### config.mk
export PLATFORM = sky130hd
export DESIGN_NAME = precedence_calculator_engine_top
export DESIGN_NICKNAME = d
export VERILOG_FILES = /design/src/pce_pkg.sv /design/src/pce_arith.sv /design/src/precedence_calculator_engine_top.sv
export SDC_FILE = /design/constraint.sdc
export NUM_CORES = 1
export LEC_CHECK = 0
export CORE_MARGIN = 2
export CORE_UTILIZATION = 50
export CTS_CLUSTER_DIAMETER = 200
export DETAILED_ROUTE_END_ITERATION = 10
export DONT_BUFFER_PORTS = 1
export PLACE_DENSITY = 0.75
export SYNTH_ARGS = -nofsm -noshare
export SYNTH_HDL_FRONTEND = slang
export SYNTH_SLANG_ARGS = --single-unit
### constraint.sdc
create_clock -name clk -period 7.1 [get_ports clk]
set_clock_uncertainty 0.1 [all_clocks]
set_input_delay 0.71 -clock clk [delete_from_list [all_inputs] [get_ports clk]]
set_output_delay 0.71 -clock clk [all_outputs]
set_load 0.05 [all_outputs]
### src/pce_pkg.sv
package pce_pkg;

  localparam int VALUE_BITS    = 32;
  localparam int FRACTION_BITS = 16;

  // shift register for the multiplier / low product bits or the dividend / quotient, and the step counter
  localparam int SR_W  = VALUE_BITS + FRACTION_BITS;
  localparam int MAG_W = 2 * VALUE_BITS;
  localparam int CNT_W = $clog2(SR_W + 1);

  localparam logic [2:0] K_NUM   = 3'd0;
  localparam logic [2:0] K_PLUS  = 3'd1;
  localparam logic [2:0] K_MINUS = 3'd2;
  localparam logic [2:0] K_TIMES = 3'd3;
  localparam logic [2:0] K_DIV   = 3'd4;
  localparam logic [2:0] K_EQ    = 3'd5;
  localparam logic [2:0] K_CLEAR = 3'd6;
  localparam logic [2:0] K_NONE  = 3'd7;

  // last operation "none" shares the number code
  localparam logic [2:0] OP_NONE = K_NUM;

  localparam logic signed [VALUE_BITS-1:0] VAL_MAX = {1'b0, {(VALUE_BITS-1){1'b1}}};
  localparam logic signed [VALUE_BITS-1:0] VAL_MIN = {1'b1, {(VALUE_BITS-1){1'b0}}};

  typedef struct packed {
    logic [2:0]                   kind;
    logic signed [VALUE_BITS-1:0] value;
  } key_item_t;

  typedef struct packed {
    logic                         accepted;
    logic                         div_by_zero;
    logic signed [VALUE_BITS-1:0] current_result;
  } res_item_t;

  typedef struct packed {
    logic                         start;
    logic                         is_div;
    logic signed [VALUE_BITS-1:0] a;
    logic signed [VALUE_BITS-1:0] b;
  } arith_req_t;

  typedef struct packed {
    logic                         done;
    logic signed [VALUE_BITS-1:0] res;
  } arith_rsp_t;

endpackage

### src/pce_arith.sv
module pce_arith (
  input  logic                clk,
  input  logic                rst,
  input  pce_pkg::arith_req_t req,
  output pce_pkg::arith_rsp_t rsp
);

  localparam int VB    = pce_pkg::VALUE_BITS;
  localparam int FB    = pce_pkg::FRACTION_BITS;
  localparam int SR_W  = pce_pkg::SR_W;
  localparam int MAG_W = pce_pkg::MAG_W;
  localparam int CNT_W = pce_pkg::CNT_W;

  localparam logic [MAG_W-1:0] LIM_NEG = MAG_W'(1) << (VB - 1);
  localparam logic [MAG_W-1:0] LIM_POS = LIM_NEG - MAG_W'(1);

  typedef enum logic [2:0] {
    A_IDLE = 3'b001,
    A_RUN  = 3'b010,
    A_FIN  = 3'b100
  } arith_state_t;

  arith_state_t state;
  logic              is_div;
  logic              neg;
  logic [VB-1:0]     opnd;
  logic [VB-1:0]     acc;
  logic [SR_W-1:0]   sr;
  logic [CNT_W-1:0]  cnt;
  logic              done;
  logic signed [VB-1:0] res;

  logic [VB-1:0]    a_u, b_u, mag_a, mag_b;
  logic [VB:0]      mul_sum;
  logic [VB:0]      div_t;
  logic [VB+1:0]    diff;
  logic             ge;
  logic [MAG_W-1:0] m;
  logic signed [VB-1:0] fin_res;

  always_comb begin
    a_u   = req.a;
    b_u   = req.b;
    mag_a = a_u[VB-1] ? (~a_u + VB'(1)) : a_u;
    mag_b = b_u[VB-1] ? (~b_u + VB'(1)) : b_u;

    // shift-add: one multiplier bit a cycle, low product bits drop into sr
    mul_sum = {1'b0, acc} + {1'b0, (sr[0] ? opnd : '0)};

    // restoring division: one quotient bit a cycle
    div_t = {acc, sr[SR_W-1]};
    diff  = {1'b0, div_t} - {2'b00, opnd};
    ge    = !diff[VB+1];

    if (is_div) begin
      m = MAG_W'(sr);
    end else begin
      m = {acc, sr[VB-1:0]} >> FB;
    end

    if (neg) begin
      fin_res = (m > LIM_NEG) ? pce_pkg::VAL_MIN : (~m[VB-1:0] + VB'(1));
    end else begin
      fin_res = (m > LIM_POS) ? pce_pkg::VAL_MAX : m[VB-1:0];
    end
  end

  always_ff @(posedge clk) begin
    if (rst) begin
      state <= A_IDLE;
      done  <= 1'b0;
    end else begin
      done <= (state == A_FIN);
      unique case (state)
        A_IDLE: if (req.start) state <= A_RUN;
        A_RUN:  if (cnt == CNT_W'(1)) state <= A_FIN;
        A_FIN:  state <= A_IDLE;
        default: state <= A_IDLE;
      endcase
    end
  end

  always_ff @(posedge clk) begin
    unique case (state)
      A_IDLE: begin
        if (req.start) begin
          is_div <= req.is_div;
          neg    <= req.a[VB-1] ^ req.b[VB-1];
          acc    <= '0;
          if (req.is_div) begin
            opnd <= mag_b;
            sr   <= SR_W'(mag_a) << FB;
            cnt  <= CNT_W'(SR_W);
          end else begin
            opnd <= mag_a;
            sr   <= SR_W'(mag_b);
            cnt  <= CNT_W'(VB);
          end
        end
      end
      A_RUN: begin
        cnt <= cnt - CNT_W'(1);
        if (is_div) begin
          acc <= ge ? diff[VB-1:0] : div_t[VB-1:0];
          sr  <= {sr[SR_W-2:0], ge};
        end else begin
          acc <= mul_sum[VB:1];
          sr  <= SR_W'({mul_sum[0], sr[VB-1:1]});
        end
      end
      A_FIN: res <= fin_res;
      default: ;
    endcase
  end

  assign rsp.done = done;
  assign rsp.res  = res;

endmodule

### src/precedence_calculator_engine_top.sv
// Four-function calculator with operator precedence, signed Q16.16. One key
// item in, one result item out. Number and clear keys, and operator keys that
// close no times or divide step, return their result without the shared
// multiply/divide unit. A key that closes a times step or a divide step by a
// nonzero divisor waits for that unit, which resolves one multiplier or
// quotient bit per cycle. The next key is taken once the current one has been
// placed in the output register, even while that result is still stalled.
module precedence_calculator_engine_top (
  input  logic               clk,
  input  logic               rst,
  input  logic               key_valid,
  output logic               key_stall,
  input  pce_pkg::key_item_t key,
  output logic               res_valid,
  input  logic               res_stall,
  output pce_pkg::res_item_t res
);

  localparam int VB = pce_pkg::VALUE_BITS;

  typedef enum logic [3:0] {
    S_IDLE  = 4'b0001,
    S_EVAL  = 4'b0010,
    S_ARITH = 4'b0100,
    S_DONE  = 4'b1000
  } top_state_t;

  top_state_t state, state_next;

  logic [2:0]           kind_r;
  logic signed [VB-1:0] value_r;

  logic signed [VB-1:0] sum_value, sum_value_next;
  logic                 sum_present, sum_present_next;
  logic signed [VB-1:0] prod_value, prod_value_next;
  logic                 prod_present, prod_present_next;
  logic [2:0]           last_op, last_op_next;
  logic [2:0]           last_key, last_key_next;
  logic signed [VB-1:0] last_num, last_num_next;
  logic                 p_acc, p_acc_next;
  logic                 p_dz, p_dz_next;

  pce_pkg::arith_req_t arith_req;
  pce_pkg::arith_rsp_t arith_rsp;

  logic                 term, expr, is_op, from_arith, inv, cin, out_load;
  logic signed [VB-1:0] r0, add_a, add_b, add_sat;
  logic [VB:0]          add_full;
  logic signed [VB-1:0] cur;

  pce_arith u_arith (
    .clk (clk),
    .rst (rst),
    .req (arith_req),
    .rsp (arith_rsp)
  );

  assign key_stall = (state != S_IDLE);
  assign out_load  = (state == S_DONE) && (!res_valid || !res_stall);

  // one saturating adder: sum + term, with minus folded in as ~n + 1
  always_comb begin
    term       = (kind_r == pce_pkg::K_TIMES) || (kind_r == pce_pkg::K_DIV);
    expr       = (kind_r == pce_pkg::K_PLUS) || (kind_r == pce_pkg::K_MINUS);
    is_op      = expr || term || (kind_r == pce_pkg::K_EQ);
    from_arith = (state == S_ARITH);
    r0         = from_arith ? arith_rsp.res : last_num;
    inv        = !from_arith && (last_op == pce_pkg::K_MINUS);
    add_a      = term ? '0 : (sum_present ? sum_value : '0);
    add_b      = inv ? ~r0 : r0;
    cin        = inv && (r0 != pce_pkg::VAL_MIN);
    add_full   = {add_a[VB-1], add_a} + {add_b[VB-1], add_b} + (VB+1)'(cin);
    if (add_full[VB] != add_full[VB-1]) begin
      add_sat = add_full[VB] ? pce_pkg::VAL_MIN : pce_pkg::VAL_MAX;
    end else begin
      add_sat = add_full[VB-1:0];
    end
    cur = sum_present ? sum_value : (prod_present ? prod_value : '0);
  end

  always_comb begin
    state_next        = state;
    sum_value_next    = sum_value;
    sum_present_next  = sum_present;
    prod_value_next   = prod_value;
    prod_present_next = prod_present;
    last_op_next      = last_op;
    last_key_next     = last_key;
    last_num_next     = last_num;
    p_acc_next        = p_acc;
    p_dz_next         = p_dz;
    arith_req.start   = 1'b0;
    arith_req.is_div  = (last_op == pce_pkg::K_DIV);
    arith_req.a       = prod_value;
    arith_req.b       = last_num;

    unique case (state)
      S_IDLE: begin
        if (key_valid) state_next = S_EVAL;
      end
      S_EVAL: begin
        p_acc_next = 1'b0;
        p_dz_next  = 1'b0;
        state_next = S_DONE;
        priority if (kind_r == pce_pkg::K_NUM) begin
          if (last_key != pce_pkg::K_NUM) begin
            last_num_next = value_r;
            last_key_next = pce_pkg::K_NUM;
            p_acc_next    = 1'b1;
          end
        end else if (kind_r == pce_pkg::K_CLEAR) begin
          sum_value_next    = '0;
          sum_present_next  = 1'b0;
          prod_value_next   = '0;
          prod_present_next = 1'b0;
          last_op_next      = pce_pkg::OP_NONE;
          last_key_next     = pce_pkg::K_NONE;
          last_num_next     = '0;
          p_acc_next        = 1'b1;
        end else if (is_op && last_key == pce_pkg::K_NUM) begin
          priority if (last_op == pce_pkg::K_PLUS || last_op == pce_pkg::K_MINUS) begin
            if (term) begin
              prod_value_next   = add_sat;
              prod_present_next = 1'b1;
            end else begin
              sum_value_next    = add_sat;
              sum_present_next  = 1'b1;
              prod_value_next   = '0;
              prod_present_next = 1'b0;
            end
            last_op_next  = kind_r;
            last_key_next = kind_r;
            p_acc_next    = 1'b1;
          end else if (last_op == pce_pkg::K_TIMES) begin
            arith_req.start = 1'b1;
            state_next      = S_ARITH;
          end else if (last_op == pce_pkg::K_DIV) begin
            if (last_num == '0) begin
              p_dz_next = 1'b1;
            end else begin
              arith_req.start = 1'b1;
              state_next      = S_ARITH;
            end
          end else begin
            // no pending operation, or after equals
            if (term) begin
              sum_value_next    = '0;
              sum_present_next  = 1'b0;
              prod_value_next   = last_num;
              prod_present_next = 1'b1;
            end else if (expr) begin
              sum_value_next    = last_num;
              sum_present_next  = 1'b1;
              prod_value_next   = '0;
              prod_present_next = 1'b0;
            end
            last_op_next  = kind_r;
            last_key_next = kind_r;
            p_acc_next    = 1'b1;
          end
        end
      end
      S_ARITH: begin
        if (arith_rsp.done) begin
          if (term) begin
            prod_value_next   = add_sat;
            prod_present_next = 1'b1;
          end else begin
            sum_value_next    = add_sat;
            sum_present_next  = 1'b1;
            prod_value_next   = '0;
            prod_present_next = 1'b0;
          end
          last_op_next  = kind_r;
          last_key_next = kind_r;
          p_acc_next    = 1'b1;
          state_next    = S_DONE;
        end
      end
      S_DONE: begin
        if (out_load) state_next = S_IDLE;
      end
      default: state_next = S_IDLE;
    endcase
  end

  always_ff @(posedge clk) begin
    if (rst) begin
      state        <= S_IDLE;
      sum_value    <= '0;
      sum_present  <= 1'b0;
      prod_value   <= '0;
      prod_present <= 1'b0;
      last_op      <= pce_pkg::OP_NONE;
      last_key     <= pce_pkg::K_NONE;
      last_num     <= '0;
      p_acc        <= 1'b0;
      p_dz         <= 1'b0;
      res_valid    <= 1'b0;
    end else begin
      state        <= state_next;
      sum_value    <= sum_value_next;
      sum_present  <= sum_present_next;
      prod_value   <= prod_value_next;
      prod_present <= prod_present_next;
      last_op      <= last_op_next;
      last_key     <= last_key_next;
      last_num     <= last_num_next;
      p_acc        <= p_acc_next;
      p_dz         <= p_dz_next;
      if (out_load) begin
        res_valid <= 1'b1;
      end else if (!res_stall) begin
        res_valid <= 1'b0;
      end
    end
  end

  always_ff @(posedge clk) begin
    if (state == S_IDLE && key_valid) begin
      kind_r  <= key.kind;
      value_r <= key.value;
    end
    if (out_load) begin
      res.accepted       <= p_acc;
      res.div_by_zero    <= p_dz;
      res.current_result <= cur;
    end
  end

endmodule
### Yosys cells after proc, flatten, opt, wreduce, memory -nomap -nowiden

Index checks and enable logic that the tools add are counted.

* add/sub/neg operators: 8
* magnitude comparators: 2
* equal/unequal tests: 37
* muxes and demuxes: 126
* bitwise gates (word level): 5
* reductions and logical operators: 31

Operator list (count)
* 32-bit 2-to-1 mux: 41
* 48-bit 2-to-1 mux: 4
* 32-bit case mux with 2 select lines: 3
* 32-bit NOT: 4
* 32-bit by 1-bit adder with 32-bit output (second input constant): 3
* 48-bit case mux with 2 select lines: 1
* 32-bit by 32-bit adder with 33-bit output: 2
* 64-bit by 31-bit > comparator with 1-bit output (second input constant): 1
* 64-bit by 32-bit > comparator with 1-bit output (second input constant): 1
* 1-bit 2-to-1 mux: 45
* 4-bit 2-to-1 mux: 10
* 3-bit 2-to-1 mux: 12
* 33-bit by 32-bit subtractor with 34-bit output: 1
* 33-bit by 1-bit adder with 33-bit output: 1
* 32-bit logical NOT: 1
* 32-bit inequality test (second input constant): 1
* 3-bit case mux with 2 select lines: 3
* 4-bit case mux with 4 select lines: 1
* 3-bit by 2-bit == test with 1-bit output (second input constant): 5
* 3-bit == test (second input constant): 5
* 5-bit inequality test (second input constant): 3
* 4-bit inequality test (second input constant): 3
* 6-bit case mux with 2 select lines: 1
* 6-bit AND reduction: 2
* 25 further kinds: 55

* flip-flop bits (word level): 336
* input port bits: 39

### Logic depth before layout (Yosys ltp)

* depth in word-level cells: 14
* depth in mapped cells: 23
* depth with buffers taken out: 19

### Hierarchy

A second synthesis with hierarchy kept.

* cell total of the unflattened synthesis: 2821
* area, all modules: 24168.2 um^2

By module, submodules not included
* pce_arith: instances 1, cells an instance 1460, area an instance 13183.9 um^2, sequential area each 4644.5 um^2
* precedence_calculator_engine_top: instances 1, cells an instance 1361, area an instance 10984.3 um^2, sequential area each 4294.1 um^2

### Worst setup path before layout

OpenSTA, ideal clock, no wires.

* path kind: register -> register
* from: register last_num[13]
* to: register sum_value[27]
* library setup time: 129 ps
* arrival: 4988 ps
* setup slack: 1883 ps
* stages on the path, launching flop included: 23
* path buffers: 3
* clock period less this slack: 5217 ps
* cell sequence: dfxtp_1 buf_6 or4_4 or4_4 or3_4 nor3_1 nand2_1 nor4_1 nor2_1 fa_1 inv_1 fa_1 nor2b_1 o31a_1 o31ai_1 a211o_1 nand2_2 nand4b_4 nand2_1 buf_4 buf_4 a211oi_1 a21oi_1

* longest elaborated chain between the ends: 13
* elaborated cells on any way between the ends: 17

Ends and longest elaborated chain
* from (decl): RTL line precedence_calculator_engine_top.sv:39 `logic signed [VB-1:0] last_num, last_num_next;`
* from (signal assigned): RTL line precedence_calculator_engine_top.sv:208 `last_num <= last_num_next;`
* 32-bit 2-to-1 mux (*): RTL line precedence_calculator_engine_top.sv:67 `r0 = from_arith ? arith_rsp.res : last_num;`
* 32-bit NOT: RTL line precedence_calculator_engine_top.sv:70 `add_b = inv ? ~r0 : r0;`
* 32-bit 2-to-1 mux: RTL line precedence_calculator_engine_top.sv:70
* 32-bit by 32-bit adder with 33-bit output: RTL line precedence_calculator_engine_top.sv:72 `add_full = {add_a[VB-1], add_a} + {add_b[VB-1], add_b} + (VB+1)'(cin);`
* 33-bit by 1-bit adder with 33-bit output (*): RTL line precedence_calculator_engine_top.sv:72
* 32-bit 2-to-1 mux or 1-bit inequality test (tied branches): RTL line precedence_calculator_engine_top.sv:74, precedence_calculator_engine_top.sv:73
* 32-bit 2-to-1 mux (*): RTL line precedence_calculator_engine_top.sv:73 `if (add_full[VB] != add_full[VB-1]) begin`
* 32-bit 2-to-1 mux (*): RTL line precedence_calculator_engine_top.sv:122, precedence_calculator_engine_top.sv:165
* 32-bit 2-to-1 mux: RTL line precedence_calculator_engine_top.sv:121 `priority if (last_op == pce_pkg::K_PLUS || last_op == pce_pkg::K_MINUS) begin`
* 32-bit 2-to-1 mux: RTL line precedence_calculator_engine_top.sv:120 `end else if (is_op && last_key == pce_pkg::K_NUM) begin`
* 32-bit 2-to-1 mux: RTL line precedence_calculator_engine_top.sv:111 `end else if (kind_r == pce_pkg::K_CLEAR) begin`
* 32-bit 2-to-1 mux: RTL line precedence_calculator_engine_top.sv:105 `priority if (kind_r == pce_pkg::K_NUM) begin`
* 32-bit case mux with 2 select lines (*): RTL line precedence_calculator_engine_top.sv:97 `unique case (state)`
* to (signal assigned): RTL line precedence_calculator_engine_top.sv:202 `sum_value <= sum_value_next;`
* to (decl): RTL line precedence_calculator_engine_top.sv:33 `logic signed [VB-1:0] sum_value, sum_value_next;`

Every way passes the cells marked *; elsewhere a longest branch is shown, timed or not. The select of a mux whose other input is x is not followed.
A chain may end at the register's enable or synchronous reset.

### Final worst setup path

* from: register last_num[15]
* to: register prod_value[25]

* longest elaborated chain between the ends: 13
* elaborated cells on any way between the ends: 17

Ends and longest elaborated chain
* 32-bit 2-to-1 mux (*): RTL line precedence_calculator_engine_top.sv:67
* 32-bit NOT: RTL line precedence_calculator_engine_top.sv:70
* 32-bit 2-to-1 mux: RTL line precedence_calculator_engine_top.sv:70
* 32-bit by 32-bit adder with 33-bit output: RTL line precedence_calculator_engine_top.sv:72
* 33-bit by 1-bit adder with 33-bit output (*): RTL line precedence_calculator_engine_top.sv:72
* 32-bit 2-to-1 mux or 1-bit inequality test (tied branches): RTL line precedence_calculator_engine_top.sv:74, precedence_calculator_engine_top.sv:73
* 32-bit 2-to-1 mux (*): RTL line precedence_calculator_engine_top.sv:73
* 32-bit 2-to-1 mux (*): RTL line precedence_calculator_engine_top.sv:122, precedence_calculator_engine_top.sv:165
* 32-bit 2-to-1 mux: RTL line precedence_calculator_engine_top.sv:121
* 32-bit 2-to-1 mux: RTL line precedence_calculator_engine_top.sv:120
* 32-bit 2-to-1 mux: RTL line precedence_calculator_engine_top.sv:111
* 32-bit 2-to-1 mux: RTL line precedence_calculator_engine_top.sv:105
* 32-bit case mux with 2 select lines (*): RTL line precedence_calculator_engine_top.sv:97
* to (signal assigned): RTL line precedence_calculator_engine_top.sv:204 `prod_value <= prod_value_next;`
* to (decl): RTL line precedence_calculator_engine_top.sv:35 `logic signed [VB-1:0] prod_value, prod_value_next;`

Marks and branches as above.

==> flow_summary.ini <==
[route]
routed_via_density = 6.56
detail_route.drc_violations = 0
drt_first_pass_iters = 6
routed-via-count = 21700
detailedRoute.firstIterationViolations = 2744
drt.antenna.violating_nets = 0
routed_wirelength_mm = 77.9
avgRoutedWirePerCell_um = 23.5

[clock_network]
ctsLongestPathBuffers = 3
clock_sinks = 336
clk_pin_slew_worst_paths_ns = 0.06
cts-hold-fix-buffers = 0
tritoncts = done
cts_root_buf = clkbuf_16
cts_made_buffers = 40
post_cts_resize_count = 0
cts-htree-levels = 2
postCtsSetupRepairBufs = 0
clk_latency_ns = 0.57

[synthesis]
ys_seq_elements = 336
yosysSeqAreaShare = 0.378
number_of_enable_flip_flop_cells_after_synthesis = 221
syn-instance-count = 2792
synth_commonest_cells = nand2_1, a21oi_1, o21ai_0
synthesis.area_per_instance_sq_um = 8.48
synth.cell_area_sq_mm = 0.0237
syn-num-nets = 2935
yosys.cell_count.top_type = nand2_1
post_synth_main_area_contributors = edfxtp_1, dfxtp_1, a21oi_1
yosys.cell_types.count = 87
yosysTopAreaCellShare = 0.280
synthFlopType = edfxtp_1
yosys_warnings = 0
library_cell_occupying_the_most_area_in_the_post_synthesis_netlist = edfxtp_1
postSynth.asyncResetShare = 0

[power]
static-leakage-power_nw = 9.63
ir_worst_vdd_v = 0.000201
powerDensity_mw_per_mm2 = 172

[finish]
post_route_cell_area_sq_mm = 0.0254
filler_cell_count = 4207
final_layout_size_suffix_gt1_frac = 0.0611
area_growth_pct = 7.18
seq_area_sq_mm = 0.00894
number_of_diodes = 0
num-nets-final = 2813
multi_input_area_sq_mm = 0.0136

[timing]
finalSetupTns_ns = 0
max_freq_ghz = 0.150
timing.slew.headroom = 0.230
finalCriticalPeriod_ns = 6.68
report.final.setup_viol = 0
timing.final.ws_setup_ns = 0.424
drv_slew = 0
fin_crit_sh = 0.940
hold_violations = 0
rsz0062_at_grt = false
tightest_slew_ns = 1.15

[placed_design]
finalWeightedCongestion = 0.955
io_buffers = 0
half_perimeter_wire_length_after_placement_mm = 57.2
placement.setup.worst_slack_ns = 0.608
area_after_dpl_sq_mm = 0.0240

[critical_path]
cp_data_arrival_time_ns = 7.02
worst_setup_end_kind = flop
cp_max_fo = 23
critPathLaunchType = flop
worstPathRequired_ns = 7.45
critPathKind = reg2reg

[die]
die_x_um = 222
design.die.area_sq_mm = 0.0491
core_sq_mm = 0.0467
standard_cell_row_count = 79
floorplan.die.height_um = 222
initial_core_util = 0.507
io-pin-count = 75

[run_status]
outcome = finished clean

[global_routing]
grt_first_pass_wirelength_mm = 118
grt_max_degree = 125
grt_util_all_layers = 0.306
first_global_vias = 20000
initial_antenna_violation_count = 1
overflow = 0

[min_path]
hold_path_class = in2reg

[run]
drv.max_cap_violation_count = 0
-- final cells by class --
cell class,count,share of cell area
Multi-Input combinational cell,2157,0.537
Sequential cell,336,0.352
Clock buffer,58,0.0471
Tap cell,607,0.0299
Inverter,95,0.0141
Timing Repair Buffer,40,0.0123
Clock inverter,15,0.00750
-- registers in the layout (all words and copies together), names as in the netlist, 32 cells and up --
register,count
u_arith.sr,48
last_num,32
res,34
u_arith.opnd,32
value_r,32
sum_value,32
u_arith.acc,32
u_arith.res,32
prod_value,32
-- worst paths after layout --
path,start,to,slack (ns),cells after the start
hold / removal,key[16],value_r[16],0.13,0
setup / recovery,last_num[15],prod_value[25],0.42,19
setup reg to reg,last_num[15],prod_value[25],0.42,19
hold reg to reg,p_dz,res[32],0.34,0
-- stage by stage --
stage	hold slack, ns	power (mW)	utilization	std cells
2_1_floorplan	0.308	2.19	-	2792
3_3_place_gp	0.324	2.21	0.514	3235
3_5_place_dp	0.322	2.22	0.514	3235
4_1_cts	0.107	4.37	0.544	3308
5_1_grt	0.117	4.46	0.544	3308
6_report	0.127	4.37	0.544	3308
-- placed cells by master (no fill, tap or decap), types with 42 or more instances in the layout --
cell type,synthesis,layout
nand2_1,359,357
a21oi_1,274,273
o21ai_0,255,255
edfxtp_1,221,221
nor2_1,150,149
dfxtp_1,115,114
ha_1,100,100
nand3_1,98,98
inv_1,94,94
xor2_1,84,84
xnor2_1,81,81
mux2i_1,65,65
nor3_1,57,54
a211oi_1,50,50
a21o_1,46,46
and2_1,44,43
and3_1,43,43
clkbuf_16,0,42
-- critical path: stages (launching register included) --
cell      delay [ns]
dfxtp_1         0.39
or4_4           0.53
or4_4           0.44
or3_4           0.37
nor3_1          0.24
nand2_1         0.10
nor4_1          0.48
nor2_1          0.23
fa_1            0.53
inv_1           0.11
fa_1            0.20
nor2b_1         0.07
o31a_1          0.27
o31ai_1         0.66
a211o_1         0.26
nand2_2         0.11
o31ai_2         0.16
nand2_1         0.76
a211oi_1        0.44
nor2_1          0.09
-- cells by family (layout without fill, tap and decap cells) --
family                   count (synthesis)  in the layout  share of synthesized area
flip-flops                             336            336                      0.378
XOR/XNOR                               165            165                     0.0611
AND/OR/NAND/NOR                        890            890                      0.181
AO/OA/AOI/OAI                          928            928                      0.244
buffers and inverters                  299            208                     0.0508
multiplexers                            70             70                     0.0300
adder cells (fa/ha/maj)                104            104                     0.0562
-- report_power, final --
part,total [mW],switching [mW],internal [mW]
Combinational,0.0781,0.0598,0.0183
Sequential,2.10,0.0140,2.08
Clock,2.19,0.878,1.32
-- per-layer routing --
| metal | track usage | part of all wire |
|---|---|---|
| met5 | 0 | 0.00017 |
| met4 | 0.120 | 0.039 |
| met3 | 0.0425 | 0.092 |
| met2 | 0.494 | 0.46 |
| met1 | 0.417 | 0.41 |
No activity file was read; power rests on OpenSTA's default activity.
